`src/hdl/srvm_pkg.sv`:
```
// ----------------------------------------------------------------------------
// srvm_pkg: shared types and constants
// Opcodes, controller states and controller/datapath command and status structs.
// ----------------------------------------------------------------------------
package srvm_pkg;

  localparam int DEF_DATA_WORDS = 256;
  localparam int DEF_REG_COUNT  = 4;
  localparam int PC_W           = 8;
  localparam int WORD_W         = 32;
  localparam int FIELD_W        = 8;
  localparam int CMD_W          = 4;

  typedef enum logic [CMD_W-1:0] {
    OP_ADD   = 4'd0,
    OP_SUB   = 4'd1,
    OP_MUL   = 4'd2,
    OP_DIV   = 4'd3,
    OP_LOAD  = 4'd4,
    OP_STORE = 4'd5,
    OP_JUMP  = 4'd6,
    OP_BEQ   = 4'd7,
    OP_BGT   = 4'd8,
    OP_BLT   = 4'd9,
    OP_OUT   = 4'd10,
    OP_IN    = 4'd11,
    OP_HALT  = 4'd12
  } opcode_t;

  typedef enum logic [2:0] {
    ST_CLEAR,
    ST_IDLE,
    ST_READ,
    ST_DIV,
    ST_DONE
  } ctl_state_t;

  // controller -> datapath
  typedef struct packed {
    logic clear_step;   // clear one data word and advance the clear counter
    logic capture;      // latch an accepted beat
    logic exec;         // operands ready: compute and commit
    logic div_start;    // start the divider
  } dp_cmd_t;

  // datapath -> controller
  typedef struct packed {
    logic clear_last;
    logic is_div;       // captured beat is a nonzero divide and the machine is not halted
    logic div_done;
  } dp_stat_t;

endpackage

```
`src/hdl/srvm_ctrl.sv`:
```
// ----------------------------------------------------------------------------
// srvm_ctrl: sequencing state machine
// Clears the store after reset, then steps capture, read, divide and result.
// ----------------------------------------------------------------------------
module srvm_ctrl
  import srvm_pkg::*;
(
  input  logic     clk,
  input  logic     rst_n,
  input  logic     in_valid,
  output logic     in_ready,
  output logic     out_valid,
  input  logic     out_ready,
  input  dp_stat_t stat,
  output dp_cmd_t  cmd
);

  ctl_state_t state_r, state_nxt;

  always_ff @(posedge clk) begin
    if (!rst_n) state_r <= ST_CLEAR;
    else        state_r <= state_nxt;
  end

  always_comb begin
    state_nxt = state_r;
    cmd       = '0;
    in_ready  = 1'b0;
    out_valid = 1'b0;
    unique case (state_r)
      ST_CLEAR: begin
        cmd.clear_step = 1'b1;
        if (stat.clear_last) state_nxt = ST_IDLE;
      end
      ST_IDLE: begin
        in_ready = 1'b1;
        if (in_valid) begin
          cmd.capture = 1'b1;
          state_nxt   = ST_READ;
        end
      end
      ST_READ: begin
        // memory read data valid next cycle; divider starts here for a nonzero divide
        if (stat.is_div) begin
          cmd.div_start = 1'b1;
          state_nxt     = ST_DIV;
        end else begin
          state_nxt = ST_DIV;
        end
      end
      ST_DIV: begin
        if (!stat.is_div || stat.div_done) begin
          cmd.exec  = 1'b1;
          state_nxt = ST_DONE;
        end
      end
      ST_DONE: begin
        out_valid = 1'b1;
        if (out_ready) begin
          state_nxt = ST_IDLE;
        end
      end
      default: state_nxt = ST_IDLE;
    endcase
  end

endmodule

```
`config.mk`:
```
export PLATFORM = sky130hd
export DESIGN_NAME = srvm_ctrl
export DESIGN_NICKNAME = d
export VERILOG_FILES = /design/src/hdl/srvm_pkg.sv /design/src/hdl/srvm_ctrl.sv
export SDC_FILE = /design/constraint.sdc
export NUM_CORES = 1
export LEC_CHECK = 0
export BUFFER_PORTS_ARGS = -buffer_cell sky130_fd_sc_hd__buf_2
export CORE_AREA = 2 2 39 41
export CTS_CLUSTER_SIZE = 12
export DETAILED_ROUTE_END_ITERATION = 12
export DIE_AREA = 0 0 41 43
export HOLD_SLACK_MARGIN = 0.08
export REMOVE_ABC_BUFFERS = 1
export SYNTH_ARGS = -nofsm -noshare
export SYNTH_HDL_FRONTEND = slang
export SYNTH_SLANG_ARGS = --single-unit
```
`constraint.sdc`:
```
create_clock -name clk -period 3 [get_ports clk]
set_input_delay 0.3 -clock clk [delete_from_list [all_inputs] [get_ports clk]]
set_output_delay 0.3 -clock clk [all_outputs]
set_load 0.005 [all_outputs]
```
==> results list, run 1 <==
* Result of the run: completed
* Classification of the worst setup path: flop to output pin
- Data required time at the worst endpoint: 2.70 ns
- Filler Cells Inserted: 159
- DIE AREA: 1760 sq um
- Register area share after synthesis: 28.9%
- Synth Cell Area: 208 sq um
- Top flop regs: state_r (3)
- Worst hold path type: primary input to flop
- Count of different cell masters after synthesis: 19
* Data arrival, critical path: 1.31 ns
* Detailed-router iteration count before antenna repair: 1
- Share of layout cells above drive strength 1: 46.2%
* Antenna fix cells: 0
- The number of max-slew violations in the final report is 0.
- The Yosys step of the flow raised 0 warnings.
- The synthesized design contains 0 enable-type register cells.
* Die Width: 41 um
* Initial core utilization: 15.0%
* Total of max-cap violations: 0
- Max IR drop VDD: 0.177 mV
- Latest clock arrival within the worst-skew pair: 0.23 ns
- Worst clock skew on the final layout: 0.00126 ns
- The core region is 1380 sq um.
- Synthesis produced 25 cells.
* Clock H-tree levels: 1
- Ranking of synthesized cells by instance count: nor3_1 (4), dfxtp_1 (3), nand2b_1 (2)
- In the routed design, unresolved DRC markers number 0.
- Setup repair after global routing left no endpoint under its margin.
- The critical path goes through inv_4 -> nor4b_1 -> buf_2.
- The floorplan has 14 rows.
- CTS Buffer Depth: 2
- The worst path in the final design needs a cycle of 1.61 ns, including I/O delays and setup.
- Of all cell types, the one taking the most synthesized area is dfxtp_1.
- Top_reg_cell synth: dfxtp_1
- The register with the most flip-flops in the layout has 3 of them.
- Worst setup timing slack at the placement stage: 1.62 ns
* Clock sink count: 3
- Setup total negative slack: 0 ns
- After layout, the worst path uses 53.6% of the clock period.
- Setup violations remaining at the end of the flow were counted as 0.
* Power per cell area: 485 nW/um^2
- Number of cells upsized or downsized after cts: 0
* Buffer count from post-CTS setup fixing: 0
* Final-report hold violation count: 0
- Maximum number of pins on one net before global-route repair: 10
* Setup WS post-layout: 1.39 ns
* Critical path capture point type: output pin
- Area of the multi-input gates: 121 sq um
- In this run, synthesis produced a sequential element count of 3.
- Counting instances, the worst hold path has a depth of 2.
- The tree is rooted in a clkbuf_4.
- In the synthesized netlist the async set-or-reset flop fraction comes to 0%.
* Die Height: 43 um
- Weighted congestion at the end of routability-driven global placement: 0.739
- The number of cells on the worst reg-to-reg path is 3.
- For the pin with the worst max-slew slack, the measured transition is 0.334 ns.
* Routed vias/inst: 4.02
- TritonCTS built the clock tree.
* Critical-path maximum fanout: 8
- For this run, the top clock speed supported by timing is 622 MHz.
- Startpoint type of the worst setup path: flop
- Hold repair after CTS inserted 0 buffers.
- Max stage delay cell, worst path: dfxtp_1
* Input/output buffers: 12
* Vias: 221
* Antenna violations before repair: 0
- Synth-to-Final Area Change: 43.4%
- Aggregate routed wire length: 504 um
- The average instance in the mapped netlist occupies 8.31 sq um.
* Register with the most flip-flops: state_r
- Wire length per cell: 9.16 um
* Gr usage total: 7.11%
* Leftover overflow at the end of global routing: 0
- Summed over all cells, the static leakage comes to 0.000129 uW.
- After legalization and detailed placement, the total HPWL measured 403 um.
* Final layout net count: 47
* Max-slew headroom: 77.7%
- After clock tree synthesis, the clock-pin slew on the worst setup and hold paths is 0.03 ns.
- Buffers inserted during clock tree synthesis total 3.
* IO Count: 13
- In this design, the stage delay of the slowest critical-path cell is 0.49 ns.
* Sequential cell area: 60.1 sq um
* Top cells by area in the synthesized netlist: dfxtp_1 (29%), nor4_4 (10%), nor3_1 (9.6%), nand2b_1 (6.0%), buf_6 (5.4%)
- Global-route wire length before repair: 821 um
* Most frequently used cell type in the post-synthesis netlist: nor3_1
- The count of nets left with antenna violations once routing finished came out at 0.
- Top-area cell type share of the netlist area: 28.9%
- First DRT Iteration DRCs: 0
* Vias in the first global route: 212
[per-stage QoR]
step	cells	total power (uW)	hold WS [ns]	area [sq um]	utilization, %
6_report	55	145	0.307	298	21.5
5_1_grt	55	155	0.328	298	21.5
4_1_cts	55	149	0.299	298	21.5
3_5_place_dp	51	76.5	0.542	272	19.6
3_3_place_gp	51	76.6	0.541	272	19.6
2_1_floorplan	23	63.5	0.418	191	-
[cell type report]
type                       instances  share of cell area (%)
tap                               16                    6.72
sequential                         3                    20.2
multi-input combinational         18                    40.8
inverter                           2                    3.36
timing repair buffer              12                    20.2
clock buffer                       4                    8.82
[critical path: cells and delay by family (launching register included)]
kind | cells | cell delay (ns)
buffers and inverters | 2 | 0.26
flip-flops | 1 | 0.49
AND/OR/NAND/NOR | 1 | 0.34
[cells by family (layout without fill, tap and decap cells)]
family | count (synthesis) | in the layout | synth area share [%]
AOI/OAI and AO/OA | 6 | 6 | 19.3
buffers and inverters | 4 | 18 | 12.6
DFF | 3 | 3 | 28.9
and+or+nand+nor | 12 | 12 | 39.2
[report_power, final]
part | switching (uW) | internal, uW | total (uW) | leakage [uW]
Sequential | 6.05 | 43.0 | 49.1 | 0.0000246
Combinational | 12.9 | 13.6 | 26.4 | 0.0000890
Clock | 19.3 | 49.7 | 69.0 | 0.0000150
Total | 38.2 | 106 | 145 | 0.000129
[placed cells by master, fill, tap and decap left out]
cell	count
o21a_1	1
clkbuf_4	3
nand3_1	1
nor2_1	1
inv_4	1
nand2_1	1
clkbuf_1	1
dfxtp_1	3
nor4b_1	1
o21ai_1	1
o22ai_1	1
nor2b_1	1
nor4_4	1
o41ai_1	1
nor3_1	4
a21oi_1	1
buf_2	12
nand2b_1	2
inv_2	1
a211oi_1	1
[worst paths after layout]
path | start | end | slack, ns
worst max-delay path | state_r[1] | cmd[0] | 1.39
worst min-delay path | rst_n | state_r[2] | 0.31
worst max register to register | state_r[1] | state_r[2] | 1.89
worst min register to register | state_r[0] | state_r[1] | 0.58
[per-layer routing]
layer  track usage, %  up-vias  part of all wire [%]
met1             9.55       94                    43
li1                 -      119                     -
met2             7.81        8                    47
met4             8.00        0                     0
met3             2.09        0                    11
met5                0        -                     0
Power figures use the tool's default switching activity.
==> run 2: changes to the inputs <==
==> constraint.sdc (replaced) <==
create_clock -name clk -period 1.4 [get_ports clk]
set_input_delay 0.14 -clock clk [delete_from_list [all_inputs] [get_ports clk]]
set_output_delay 0.14 -clock clk [all_outputs]
set_load 0.005 [all_outputs]
==> results list, run 2 (synthesis results as in run 1) <==
* Worst-path cell chain: inv_4 -> nor4_4 -> buf_2 (was inv_4 -> nor4b_1 -> buf_2)
* Row cnt: 14 (unchanged)
- Final antenna-violating net count: 0 (unchanged)
* Proportion of total power due to net switching: 26.2% (was 26.4%)
- The iteration count of the initial detailed-routing pass is 2 (was 1).
- Weighted congestion at the end of routability-driven global placement: 0.733 (was 0.739)
- The launching element type of the critical path is a flop (unchanged).
* Vias in the first global route: 208 (was 212)
* Critical path capture point type: output pin (unchanged)
* Highest-utilization routing layer at the global route stage: met1 (unchanged)
* Part of the total power dissipated in the clock network: 46.9% (was 47.7%)
- Vias: 229 (was 221)
- Aggregate routed wire length: 505 um (was 504 um)
- Die Width: 41 um (unchanged)
- Final layout net count: 48 (was 47)
- Number of buffers added by the clock tree synthesis step: 3 (unchanged)
* Leftover overflow at the end of global routing: 0 (unchanged)
* Classification of the worst setup path: flop to output pin (unchanged)
- Max-slew headroom: 77.4% (was 77.7%)
- The count of maximum capacitance violations was 0 (unchanged).
* Met1 demand-to-capacity share in global routing: 8.65% (was 9.55%)
- The number of DRC markers in iteration 0 is 2 (was 0).
- RSZ-0062 raised after global routing: no (unchanged)
- Static timing analysis puts the maximum clock frequency at 789 MHz.
* Result of the run: completed (unchanged)
- The commonest non-fill, non-tap cell in the layout was buf_2 (unchanged).
- Clock root buffer: clkbuf_4 (unchanged)
- The measured slew at the worst slew-check pin is 0.338 ns (was 0.334 ns).
* Setup total negative slack: 0 ns (unchanged)
- Data required time at the worst endpoint: 1.26 ns (was 2.70 ns)
- Switching component of the power: 82.1 uW (was 38.2 uW)
* IO Count: 13 (unchanged)
- Met3 track utilization from global routing: 2.09% (unchanged)
- The number of max-slew violations in the final report is 0 (unchanged).
- Total buffers and inverters traversed by the critical path: 2 (unchanged)
- Remaining routing DRC violations: 0 (unchanged)
- Maximum number of pins on one net before global-route repair: 10 (unchanged)
- The combinational group share of total power is 20.3% (was 18.3%).
* Met2 capacity usage during global routing: 8.44% (was 7.81%)
- The initial antenna violation count is 0 (unchanged).
* Flip-flop count of the largest register, all copies and words added: 3 (unchanged)
- The total power per unit cell area was 1020 nW/um^2 (was 485 nW/um^2).
* Leak Pwr: 0.000134 uW (was 0.000129 uW)
- The post-CTS clock slew at the launch and capture registers of the worst setup and hold paths came to 0.04 ns (was 0.03 ns).
* Setup WS post-layout: 0.132 ns (was 1.39 ns)
- Input/output buffers: 12 (unchanged)
- Initial core utilization: 15.0% (unchanged)
- Global-route wire length before repair: 800 um (was 821 um)
* Wire length per cell: 9.02 um (was 9.16 um)
- The insertion delay to the later sink of the worst-skew pair was 0.23 ns (about the same).
- The worst clock skew on the final layout came to 0.00192 ns (was 0.00126 ns).
- The setup-violating endpoint count in the final report was 0 (unchanged).
- Commonest non-fill, non-tap cells in the layout: buf_2 (12), nor3_1 (4), clkbuf_4 (3) (was buf_2 (12), nor3_1 (4), clkbuf_4 (3), dfxtp_1 (3), nand2b_1 (2))
- Synth-to-Final Area Change: 47.6% (was 43.4%)
* Final clock period utilization by the worst path: 90.6%
- Final-report hold violation count: 0 (unchanged)
- The peak per-stage delay on the critical path came to 0.36 ns (was 0.49 ns).
* DIE AREA: 1760 sq um (unchanged)
- Worst setup timing slack at the placement stage: 0.307 ns (was 1.62 ns)
- The CTS tree is built (unchanged).
- The post-detailed-placement half-perimeter wirelength is 416 um (was 403 um).
* Core Area: 1380 sq um (unchanged)
- Counting I/O delays and the setup requirement, the final critical path takes 1.27 ns.
- The count of hold buffers inserted by post-cts repair is 0 (unchanged).
- CTS Buffer Depth: 2 (unchanged)
- Max IR drop VDD: 0.570 mV (was 0.177 mV)
* Antenna fix cells: 0 (unchanged)
* Clock sink count: 3 (unchanged)
* Worst hold path type: primary input to flop (unchanged)
- The die boundary height is 43 um (unchanged).
* Critical-path maximum fanout: 4 (was 8)
* Routed vias/inst: 4.09 (was 4.02)
- The register with the most flip-flops is state_r (unchanged).
- Internal power: 231 uW (was 106 uW)
- The CTS H-tree depth was 1 (unchanged).
- Top flop regs: state_r (3) (unchanged)
- The portion of total power attributed to sequential cells came to 32.8% (was 34.0%).
- Gr usage total: 6.72% (was 7.11%)
- Share of layout cells above drive strength 1: 50.0% (was 46.2%)
- Worst path top cell family by delay: flip-flops (unchanged)
* Max stage delay cell, worst path: dfxtp_1 (unchanged)
* Data arrival, critical path: 1.13 ns (was 1.31 ns)
[run 2: metrics by stage]
step           hold WS, ns  area (sq um)  power (uW)  util (%)  instances
4_1_cts              0.142           305         321      22.1         56
3_5_place_dp         0.381           279         168      20.2         52
6_report             0.146           307         314      22.2         56
5_1_grt              0.146           307         339      22.2         56
2_1_floorplan        0.258           191         136         -         23
3_3_place_gp         0.382           279         167      20.2         52
[run 2: area by class of cell]
cell class | count | area, sq um
clock buffers | 4 | 26.3
fillers | 158 | 1080
inverters | 2 | 10.0
multi-input cells | 18 | 121
flip-flops and latches | 3 | 61.3
well taps | 16 | 20.0
repair buffers | 13 | 67.6
[run 2: path summary, 6_finish.rpt]
kind / from / endpoint / slack, ns / cells after the start
worst max register to register: state_r[1] / state_r[0] / 0.31 / 3
worst max-delay path: state_r[1] / cmd[1] / 0.13 / 3
worst min register to register: state_r[1] / state_r[0] / 0.52 / 2
worst min-delay path: rst_n / state_r[2] / 0.15 / 2
[run 2: repair_timing]
action	4_1_cts	5_1_grt
resized for setup	0	1
endpoints found under the setup margin	0	1
endpoints found under the hold margin	0	0
buffers inserted	0	0
[run 2: routing by layer]
metal,part of all wire (%),vias to the layer above
li1,-,120
met1,45,101
met2,45,8
met3,10,0
met4,0,0
met5,0,-
[run 2: power groups by stage]
stage / logic, uW / registers (uW) / clock network (uW)
2_1_floorplan: 32.2 / 104 / 0
3_3_place_gp: 64.5 / 103 / 0
3_5_place_dp: 64.6 / 103 / 0
4_1_cts: 64.9 / 102 / 155
5_1_grt: 70.5 / 104 / 164
6_report: 63.6 / 103 / 147
